--- config.mk ---
export PLATFORM = sky130hd
export DESIGN_NAME = midi_message_parser_unit
export DESIGN_NICKNAME = d
export VERILOG_FILES = /design/src/midi_pkg.sv /design/src/midi_message_parser_unit.sv
export SDC_FILE = /design/constraint.sdc
export NUM_CORES = 1
export LEC_CHECK = 0
export BUFFER_PORTS_ARGS = -buffer_cell sky130_fd_sc_hd__buf_2
export CORE_MARGIN = 2
export CORE_UTILIZATION = 55
export CTS_CLUSTER_SIZE = 20
export DETAILED_ROUTE_END_ITERATION = 10
export MAX_ROUTING_LAYER = met4
export PLACE_DENSITY = 0.76
export SLEW_MARGIN = 15
export SYNTH_ARGS = -nofsm -noshare
export SYNTH_HDL_FRONTEND = slang
export SYNTH_SLANG_ARGS = --single-unit
--- constraint.sdc ---
create_clock -name clk -period 3.3 [get_ports clk]
set_input_delay 0.33 -clock clk [delete_from_list [all_inputs] [get_ports clk]]
set_output_delay 0.33 -clock clk [all_outputs]
set_load 0.01 [all_outputs]
--- src/midi_pkg.sv ---
// Types and codes shared by the MIDI message parser.
`timescale 1ns / 1ps

package midi_pkg;

  typedef enum logic [3:0] {
    EV_NONE       = 4'd0,
    EV_NOTE_ON    = 4'd1,
    EV_NOTE_OFF   = 4'd2,
    EV_POLY       = 4'd3,
    EV_CC         = 4'd4,
    EV_PROGRAM    = 4'd5,
    EV_PRESSURE   = 4'd6,
    EV_BEND       = 4'd7,
    EV_SYX_BYTE   = 4'd8,
    EV_SYX_END    = 4'd9,
    EV_INVALID    = 4'd10,
    EV_UNFINISHED = 4'd11
  } event_kind_t;

  typedef enum logic [2:0] {
    K_NOTE_OFF = 3'd0,
    K_NOTE_ON  = 3'd1,
    K_POLY     = 3'd2,
    K_CC       = 3'd3,
    K_PROGRAM  = 3'd4,
    K_PRESSURE = 3'd5,
    K_BEND     = 3'd6,
    K_SYSEX    = 3'd7
  } msg_kind_t;

  typedef enum logic [1:0] {
    PH_READY = 2'd0,
    PH_DATA1 = 2'd1,
    PH_DATA2 = 2'd2
  } rx_phase_t;

  localparam logic [7:0] SYSEX_START = 8'hF0;
  localparam logic [7:0] SYSEX_END   = 8'hF7;
  localparam logic [3:0] SYSTEM_NIB  = 4'hF;

endpackage

--- src/midi_message_parser_unit.sv ---
// MIDI receive parser: turns each received byte into one event word.
`timescale 1ns / 1ps

// Each accepted byte produces exactly one event word in the following cycle, and a
// new byte is taken in every cycle that the output register is empty or being
// drained, so the sustained rate is one byte per clock. The only loop is the
// parser state (channel, message kind, receive phase, first data byte), which
// is updated in the same cycle that a byte is accepted. There is no running
// status: stray data bytes report EV_INVALID, and F7 does not close a SysEx.
module midi_message_parser_unit
  import midi_pkg::*;
(
  input  logic        clk,
  input  logic        rst,
  input  logic        in_valid,
  output logic        in_ready,
  input  logic [7:0]  rx_byte,
  output logic        out_valid,
  input  logic        out_ready,
  output logic [3:0]  event_kind,
  output logic [3:0]  channel,
  output logic [6:0]  number,
  output logic [13:0] value
);

  logic [3:0]  chan_reg;
  msg_kind_t   msg_kind;
  rx_phase_t   rx_phase;
  logic [6:0]  first_data;

  logic [3:0]  chan_reg_next;
  msg_kind_t   msg_kind_next;
  rx_phase_t   rx_phase_next;
  logic [6:0]  first_data_next;

  event_kind_t ev;
  logic [6:0]  ev_number;
  logic [13:0] ev_value;

  logic [6:0]  data;
  logic        is_system;
  logic        is_status;
  logic        accept;

  assign data      = rx_byte[6:0];
  assign is_system = (rx_byte[7:4] == SYSTEM_NIB);
  assign is_status = rx_byte[7] && !is_system;
  assign in_ready  = !out_valid || out_ready;
  assign accept    = in_valid && in_ready;

  always_comb begin
    chan_reg_next   = chan_reg;
    msg_kind_next   = msg_kind;
    rx_phase_next   = rx_phase;
    first_data_next = first_data;
    if (is_system) begin
      if (rx_byte == SYSEX_START) begin
        msg_kind_next = K_SYSEX;
      end
    end else if (is_status) begin
      chan_reg_next = rx_byte[3:0];
      msg_kind_next = msg_kind_t'(rx_byte[6:4]);
      rx_phase_next = PH_DATA1;
    end else if (msg_kind == K_SYSEX) begin
      rx_phase_next = rx_phase;
    end else if (msg_kind == K_PROGRAM || msg_kind == K_PRESSURE) begin
      if (rx_phase == PH_DATA1) begin
        rx_phase_next = PH_READY;
      end
    end else if (rx_phase == PH_DATA1) begin
      first_data_next = data;
      rx_phase_next   = PH_DATA2;
    end else if (rx_phase == PH_DATA2) begin
      rx_phase_next = PH_READY;
    end
  end

  always_comb begin
    ev        = EV_NONE;
    ev_number = '0;
    ev_value  = '0;
    if (is_system) begin
      if (rx_byte == SYSEX_END) begin
        ev = EV_SYX_END;
      end
    end else if (is_status) begin
      if (rx_phase != PH_READY) begin
        ev = EV_UNFINISHED;
      end
    end else if (msg_kind == K_SYSEX) begin
      ev       = EV_SYX_BYTE;
      ev_value = {7'd0, data};
    end else if (msg_kind == K_PROGRAM || msg_kind == K_PRESSURE) begin
      if (rx_phase == PH_DATA1) begin
        ev       = (msg_kind == K_PROGRAM) ? EV_PROGRAM : EV_PRESSURE;
        ev_value = {7'd0, data};
      end else begin
        ev = EV_INVALID;
      end
    end else if (rx_phase == PH_DATA1) begin
      ev = EV_NONE;
    end else if (rx_phase != PH_DATA2) begin
      ev = EV_INVALID;
    end else begin
      ev_number = first_data;
      ev_value  = {7'd0, data};
      case (msg_kind)
        K_NOTE_ON:  ev = (data != 7'd0) ? EV_NOTE_ON : EV_NOTE_OFF;
        K_NOTE_OFF: ev = EV_NOTE_OFF;
        K_POLY:     ev = EV_POLY;
        K_CC:       ev = EV_CC;
        default: begin
          ev        = EV_BEND;
          ev_number = '0;
          ev_value  = {data, first_data};
        end
      endcase
    end
  end

  always_ff @(posedge clk) begin
    if (rst) begin
      chan_reg   <= '0;
      msg_kind   <= K_NOTE_OFF;
      rx_phase   <= PH_READY;
      first_data <= '0;
      out_valid  <= 1'b0;
    end else begin
      if (accept) begin
        chan_reg   <= chan_reg_next;
        msg_kind   <= msg_kind_next;
        rx_phase   <= rx_phase_next;
        first_data <= first_data_next;
        out_valid  <= 1'b1;
      end else if (out_ready) begin
        out_valid <= 1'b0;
      end
    end
  end

  always_ff @(posedge clk) begin
    if (accept) begin
      event_kind <= ev;
      channel    <= (ev == EV_NONE) ? 4'd0 : chan_reg;
      number     <= ev_number;
      value      <= ev_value;
    end
  end

`ifndef SYNTH
  a_status_opens: assert property (@(posedge clk) disable iff (rst)
    accept && rx_byte[7] && (rx_byte[7:4] != SYSTEM_NIB) |=> rx_phase == PH_DATA1)
    else $error("channel status byte did not open a message");

  a_none_no_channel: assert property (@(posedge clk) disable iff (rst)
    out_valid && (event_kind == EV_NONE) |-> (channel == 4'd0) && (value == 14'd0))
    else $error("empty event carries channel or value");

  a_number_kinds: assert property (@(posedge clk) disable iff (rst)
    out_valid && (number != 7'd0) |->
      (event_kind == EV_NOTE_ON) || (event_kind == EV_NOTE_OFF) ||
      (event_kind == EV_POLY) || (event_kind == EV_CC))
    else $error("number set on an event kind that has none");

  a_free_when_empty: assert property (@(posedge clk) disable iff (rst)
    !out_valid |-> in_ready)
    else $error("input stalled with an empty output register");
`endif

endmodule
==> run summary, run 1 <==
Pins Over Slew Limit: 0
Mux contribution to synthesized area: 7.348%
TNS Setup: 0 ps
Synth cell types: 35
Post-cts resize count: 0
Ant diodes: 0
Post-CTS Setup Bufs: 0
CP Capture Type: flop
Die Area: 4219 µm²
Setup Skew: 4.159 ps
#FFs+latches synth: 46
Clk Latency, worst-skew pair: 310 ps
Compound-Gate Fraction of Synth Area: 9.492%
Root Buffer Master: clkbuf_8
Synthesis warning total: 0
Cells after DPL: 251
H-Tree Depth: 2
Top-level I/O count: 43
Synth Area in Simple Gates: 18.86%
Hold Path Class: in2reg
WL final: 3716 µm
Syn Inst Count: 170
DR WL/cell: 14.35 µm
Post-synth top area cell: edfxtp_1
GR Util All Layers: 20.69%
Initial detailed-routing violation count: 106
Top reg by flops: value
Total grt overflow: 0
Synthesized area: 2043 µm²
Fin crit share: 61.55%
Initial antenna violation count: 0
Hold Vio Cnt, Final: 0
DP HPWL: 2625 µm
Worst Path Required: 3370 ps
Endpoints failing setup: 0
Vias per cell: 5.355
Std cell rows: 22
Power per cell area: 465.3 nW/µm²
Share of layout cells above drive strength 1: 27.01%
Max FFs per register: 14
Chip Height: 64.95 µm
Number of max-cap violations: 0
Minimum clock period: 2031 ps
Least-Margin Pin Slew: 761.9 ps
Syn nets: 185
DRC: 0
CTS tree: yes
Num Clock Sinks: 46
Worst-case clock buffer depth: 2
CTS Buf Count: 5
Post-synthesis sequential area ratio: 59.28%
CP arrival: 2100 ps
Avg Cell Area, Syn: 12.02 µm²
Status: finished, final reports clean
Die X: 64.95 µm
Via count: 1387
Critical path type: reg2reg
Leak: 0.9783 nW
RSZ-0062 raised after global routing: false
Slew headroom: 48.93%
Top flop regs: value (14), first_data (7), number (7)
Synth top area share: 42.62%
CTS clock-pin slew for the worst setup and hold paths: 80 ps
Nets: 225
Non-Filler Instances: 259
Area share of fa/ha/maj cells after synthesis: 1.837%
Commonest non-fill, non-tap cells in the layout: 42 x buf_2, 29 x edfxtp_1, 20 x and2_1
Area Overhead vs Synth: 15.74%
RePlAce Congestion: 0.8558
Max IR drop VDD: 0.3934 mV
CP Max Fanout: 10
Startpoint types: flop
Starting density of the core: 56.66%
I/O Buffers: 42
Core Footprint: 3606 µm²
Remaining antenna violation count: 0
Xor-xnor portion of the synthesized cell area: 0%
Commonest non-fill, non-tap cell in the layout: buf_2
Area contributors post-synth: edfxtp_1 43%, dfxtp_1 17%, mux2i_1 7.3%, and2_1 6.1%, a22o_1 3.0%
First-pass GRT wire length: 6306 µm
Pre-Repair DR Iteration Count: 4
Largest net degree at the start of global routing: 22
FMAX: 0.4923 GHz
Vias in the first global route: 1369
Combinational family with the most area after synthesis: simple AND/OR/NAND/NOR gates
Post-CTS Hold Fix Bufs: 0
[area by class of cell]
| class | instances | area [µm²] |
|---|---|---|
| timing repair buffer | 43 | 217.7 |
| fill | 293 | 1241 |
| tap | 48 | 60.06 |
| multi-input combinational | 109 | 767.0 |
| sequential | 46 | 1211 |
| clock inverter | 3 | 21.27 |
| inverter | 5 | 18.77 |
| clock buffer | 5 | 68.82 |
[path summary, 6_finish.rpt]
check	startpoint	to	slack, ps	depth (start not counted)
setup / recovery	rx_phase[1]	channel[1]	1270	6
hold reg to reg	rx_phase[1]	rx_phase[1]	500	2
setup reg to reg	rx_phase[1]	channel[1]	1270	6
hold / removal	in_valid	out_valid	270	3
[per-stage QoR]
stage | setup WS [ps] | hold WS (ps) | util (%) | instance area [µm²] | total power [W]
floorplan | 912.3 | 454.8 | - | 2043 | 0.0007286
detailed placement | 1205 | 493.4 | 63.08 | 2275 | 0.0007730
global route | 1100 | 296.8 | 65.58 | 2365 | 0.001147
finish | 1269 | 269.3 | 65.58 | 2365 | 0.001100
global placement | 1302 | 484.3 | 63.08 | 2275 | 0.0007687
CTS | 1257 | 265.8 | 65.58 | 2365 | 0.001111
[cell usage after synthesis]
| library cell | n |
|---|---|
| a2111oi_1 | 1 |
| a21bo_1 | 1 |
| a21oi_1 | 7 |
| a22o_1 | 7 |
| a31oi_1 | 1 |
| and2_1 | 20 |
| and4b_1 | 2 |
| and4bb_2 | 1 |
| buf_2 | 4 |
| buf_4 | 1 |
| clkbuf_1 | 5 |
| dfxtp_1 | 17 |
| edfxtp_1 | 29 |
| ha_1 | 3 |
| inv_1 | 5 |
| mux2i_1 | 15 |
| nand2_1 | 8 |
| nand2b_1 | 3 |
| nand3_1 | 1 |
| nand3b_1 | 2 |
| nand4_2 | 1 |
| nand4bb_1 | 1 |
| nor2_1 | 16 |
| nor2b_1 | 3 |
| nor3_1 | 2 |
| nor3_2 | 1 |
| nor4_4 | 1 |
| o2111a_1 | 1 |
| o211ai_1 | 2 |
| o21ai_0 | 4 |
| o31a_1 | 1 |
| o31ai_1 | 1 |
| o32ai_1 | 1 |
| or2_2 | 1 |
| or3b_2 | 1 |
[power by group]
part	switching [W]	total [W]	internal [W]
registers	0.0000117	0.000649	0.000638
logic	0.0000667	0.000110	0.0000432
clock network	0.000193	0.000341	0.000149
total	0.000271	0.00110	0.000829
[worst max-delay path, stage by stage, from the launching register on]
cell	delay, ps
dfxtp_1	330
inv_1	80
ha_1	330
and4bb_2	290
o31ai_1	330
nand4bb_1	210
and2_1	220
[kinds of logic after synthesis]
group           Yosys count
flops                    46
buf+inv                  15
compound gates           27
mux                      15
fa+ha+maj                 3
simple gates             64
[routing by layer]
| metal | part of all wire [%] | track usage [%] | up-vias | routed length (µm) |
|---|---|---|---|---|
| met5 | 0 | - | - | 0 |
| met1 | 40 | 24.77 | 645 | 1483 |
| met2 | 52 | 32.35 | 46 | 1947 |
| met4 | 1.5 | 10.90 | 0 | 57 |
| met3 | 6.1 | 5.208 | 6 | 228 |
| li1 | - | - | 690 | - |
(Power assumes the default switching activity.)
==> run 2, diff against run 1 <==
--- a/config.mk
+++ b/config.mk
@@ -5,13 +5,14 @@
 export SDC_FILE = /design/constraint.sdc
 export NUM_CORES = 1
 export LEC_CHECK = 0
+export ABC_AREA = 1
 export BUFFER_PORTS_ARGS = -buffer_cell sky130_fd_sc_hd__buf_2
 export CORE_MARGIN = 2
-export CORE_UTILIZATION = 55
+export CORE_UTILIZATION = 48
 export CTS_CLUSTER_SIZE = 20
 export DETAILED_ROUTE_END_ITERATION = 10
 export MAX_ROUTING_LAYER = met4
-export PLACE_DENSITY = 0.76
+export PLACE_DENSITY = 0.71
 export SLEW_MARGIN = 15
 export SYNTH_ARGS = -nofsm -noshare
 export SYNTH_HDL_FRONTEND = slang
==> constraint.sdc (replaced) <==
create_clock -name clk -period 1.74 [get_ports clk]
set_input_delay 0.174 -clock clk [delete_from_list [all_inputs] [get_ports clk]]
set_output_delay 0.174 -clock clk [all_outputs]
set_load 0.01 [all_outputs]
==> run 2 against run 1 <==
- synthesized cell count is 23% higher
- critical path type unchanged
- largest cell class unchanged
- design area is 2.2% higher
- clock power is 130% higher
==> run summary, run 2 <==
Nets: 278
Worst-case clock buffer depth: 2
Clk pwr share: 34.2%
TNS Setup: 0 ps
Fin crit share: 95.81%
Chip Height: 68.40 µm
Max FFs per register: 14
#FFs+latches synth: 46
Top-level I/O count: 43
CP arrival: 1800 ps
Avg Cell Area, Syn: 9.525 µm²
Slew headroom: 72.13%
Post-synth EDFFs: 29
Die X: 68.40 µm
Hold WS: 60.28 ps
Post-synth ARST share: 0%
Pins Over Slew Limit: 0
DR WL/cell: 13.16 µm
Most frequent cell after synthesis: inv_1
DP HPWL: 2920 µm
Reg2reg end: value[2]
RSZ-0062 raised after global routing: false
Via count: 1610
Vias in the first global route: 1419
CTS tree: yes
Synth cell types: 22
Minimum clock period: 1667 ps
Initial antenna violation count: 0
GR Util All Layers: 19.37%
Int Power: 0.001735 W
WL final: 4131 µm
Startpoint types: flop
Number of max-cap violations: 0
Root Buffer Master: clkbuf_8
Net Sw Frac: 23.51%
Seq pwr share: 54.7%
Synthesis warning total: 0
Std cell rows: 23
Remaining antenna violation count: 0
Total grt overflow: 0
Largest net degree at the start of global routing: 17
I/O Buffers: 42
Vias per cell: 5.127
Setup Skew: 2.965 ps
First-pass GRT wire length: 6258 µm
Post-synth top area cell: edfxtp_1
Least-Margin Pin Slew: 417.6 ps
Die Area: 4679 µm²
Top post-synthesis cells by count: 31 x inv_1, 29 x edfxtp_1, 29 x nand2_1, 29 x nor2_1, 23 x a21oi_1
Hold Path Cell Cnt: 2
P_sw: 0.0005333 W
Num Clock Sinks: 46
Combinational power share: 11.1%
CP Max Fanout: 7
Hold path endpoint: out_valid
Commonest non-fill, non-tap cell in the layout: buf_2
Area Overhead vs Synth: 21.43%
Top flop regs: value (14), first_data (7), number (7)
Clk Latency, worst-skew pair: 300 ps
Synth top area share: 43.75%
Final Power: 0.002268 W
Leak: 1.046 nW
RePlAce Congestion: 0.8753
Post-synthesis sequential area ratio: 60.84%
Post-CTS Setup Bufs: 0
FF-to-FF path depth: 7
Share of layout cells above drive strength 1: 27.65%
Syn nets: 224
Starting density of the core: 49.77%
Syn Inst Count: 209
Max IR drop VDD: 0.5155 mV
Finished Core Util: 60.43%
Hold Path Class: in2reg
Worst R2R Setup Slack: 70 ps
Synthesized area: 1991 µm²
FF-to-FF Start: rx_phase[1]
CTS clock-pin slew for the worst setup and hold paths: 80 ps
Critical path type: reg2reg
Pre-Repair DR Iteration Count: 4
CTS Buf Count: 5
Initial detailed-routing violation count: 184
Hold Vio Cnt, Final: 0
Commonest non-fill, non-tap cells in the layout: 42 x buf_2, 29 x inv_1, 29 x nand2_1, 29 x edfxtp_1, 28 x nor2_1
Synth Flop Type: edfxtp_1
CP Capture Type: flop
H-Tree Depth: 2
Endpoints failing setup: 0
DRC: 0
Top reg by flops: value
Ant diodes: 0
Power per cell area: 938.4 nW/µm²
Min-delay src: rst
Core Footprint: 4000 µm²
Area contributors post-synth: edfxtp_1 44%, dfxtp_1 17%, inv_1 5.8%, a21oi_1 5.8%, nand2_1 5.5%
Worst Path Required: 1870 ps
Status: finished, final reports clean
FMAX: 0.5998 GHz
run 2: repair_timing:
item                                    CTS  global route
gates resized for setup                   0             3
endpoints found under the setup margin    0            11
hold buffers                              0             0
run 2: metal layers:
layer	vias up	track usage (%)	share of wire [%]
li1	806	-	-
met1	734	22.61	42
met2	63	31.25	49
met3	7	4.605	7.6
met4	0	9.500	2.1
met5	-	-	0
run 2: kinds of logic (layout without fill, tap and decap cells):
group | Yosys count | in the layout | synth area share (%)
AO/OA/AOI/OAI | 49 | 49 | 13.14
adder cells (fa/ha/maj) | 3 | 3 | 1.886
buffers and inverters | 38 | 93 | 7.982
flip-flops | 46 | 46 | 60.84
AND/OR/NAND/NOR | 73 | 73 | 16.15
run 2: final cells by class:
| class | instances | area (µm²) |
|---|---|---|
| Timing Repair Buffer | 51 | 277.8 |
| Clock inverter | 2 | 37.54 |
| Tap cell | 50 | 62.56 |
| Inverter | 34 | 131.4 |
| Multi-Input combinational cell | 125 | 623.1 |
| Sequential cell | 46 | 1212 |
| Clock buffer | 6 | 72.57 |
| Fill cell | 374 | 1583 |
run 2: worst max-delay path by stage:
stage	startpoint	end	slack, ps	cells after the start
2_1_floorplan	out_valid	msg_kind[2]	70	7
3_3_place_gp	rx_phase[1]	channel[0]	170	10
3_5_place_dp	rx_phase[1]	channel[0]	110	10
4_1_cts	rx_phase[1]	channel[0]	90	10
5_1_grt	rx_phase[1]	channel[3]	0.9	10
6_report	rx_phase[1]	value[2]	70	7
run 2: metrics by stage:
stage | setup slack (ps) | instance area, µm² | std cells
floorplan | 71.21 | 1994 | 209
global placement | 166.6 | 2303 | 306
detailed placement | 108.2 | 2303 | 306
CTS | 90.12 | 2414 | 314
global route | 0.9218 | 2417 | 314
finish | 72.83 | 2417 | 314
run 2: worst max-delay path: stages (launching register included):
cell      delay, ps
dfxtp_1         360
inv_1            70
ha_1            200
inv_2            90
nand2_1          90
o221ai_1        200
nand2_1         270
o22ai_1         220
run 2: power groups by stage:
stage          Clock, W  Sequential [W]  Combinational (W)
6_report       0.000776         0.00124           0.000251
5_1_grt        0.000833         0.00125           0.000281
4_1_cts        0.000797         0.00124           0.000251
3_5_place_dp          0         0.00127           0.000248
3_3_place_gp          0         0.00126           0.000244
2_1_floorplan         0         0.00128           0.000132
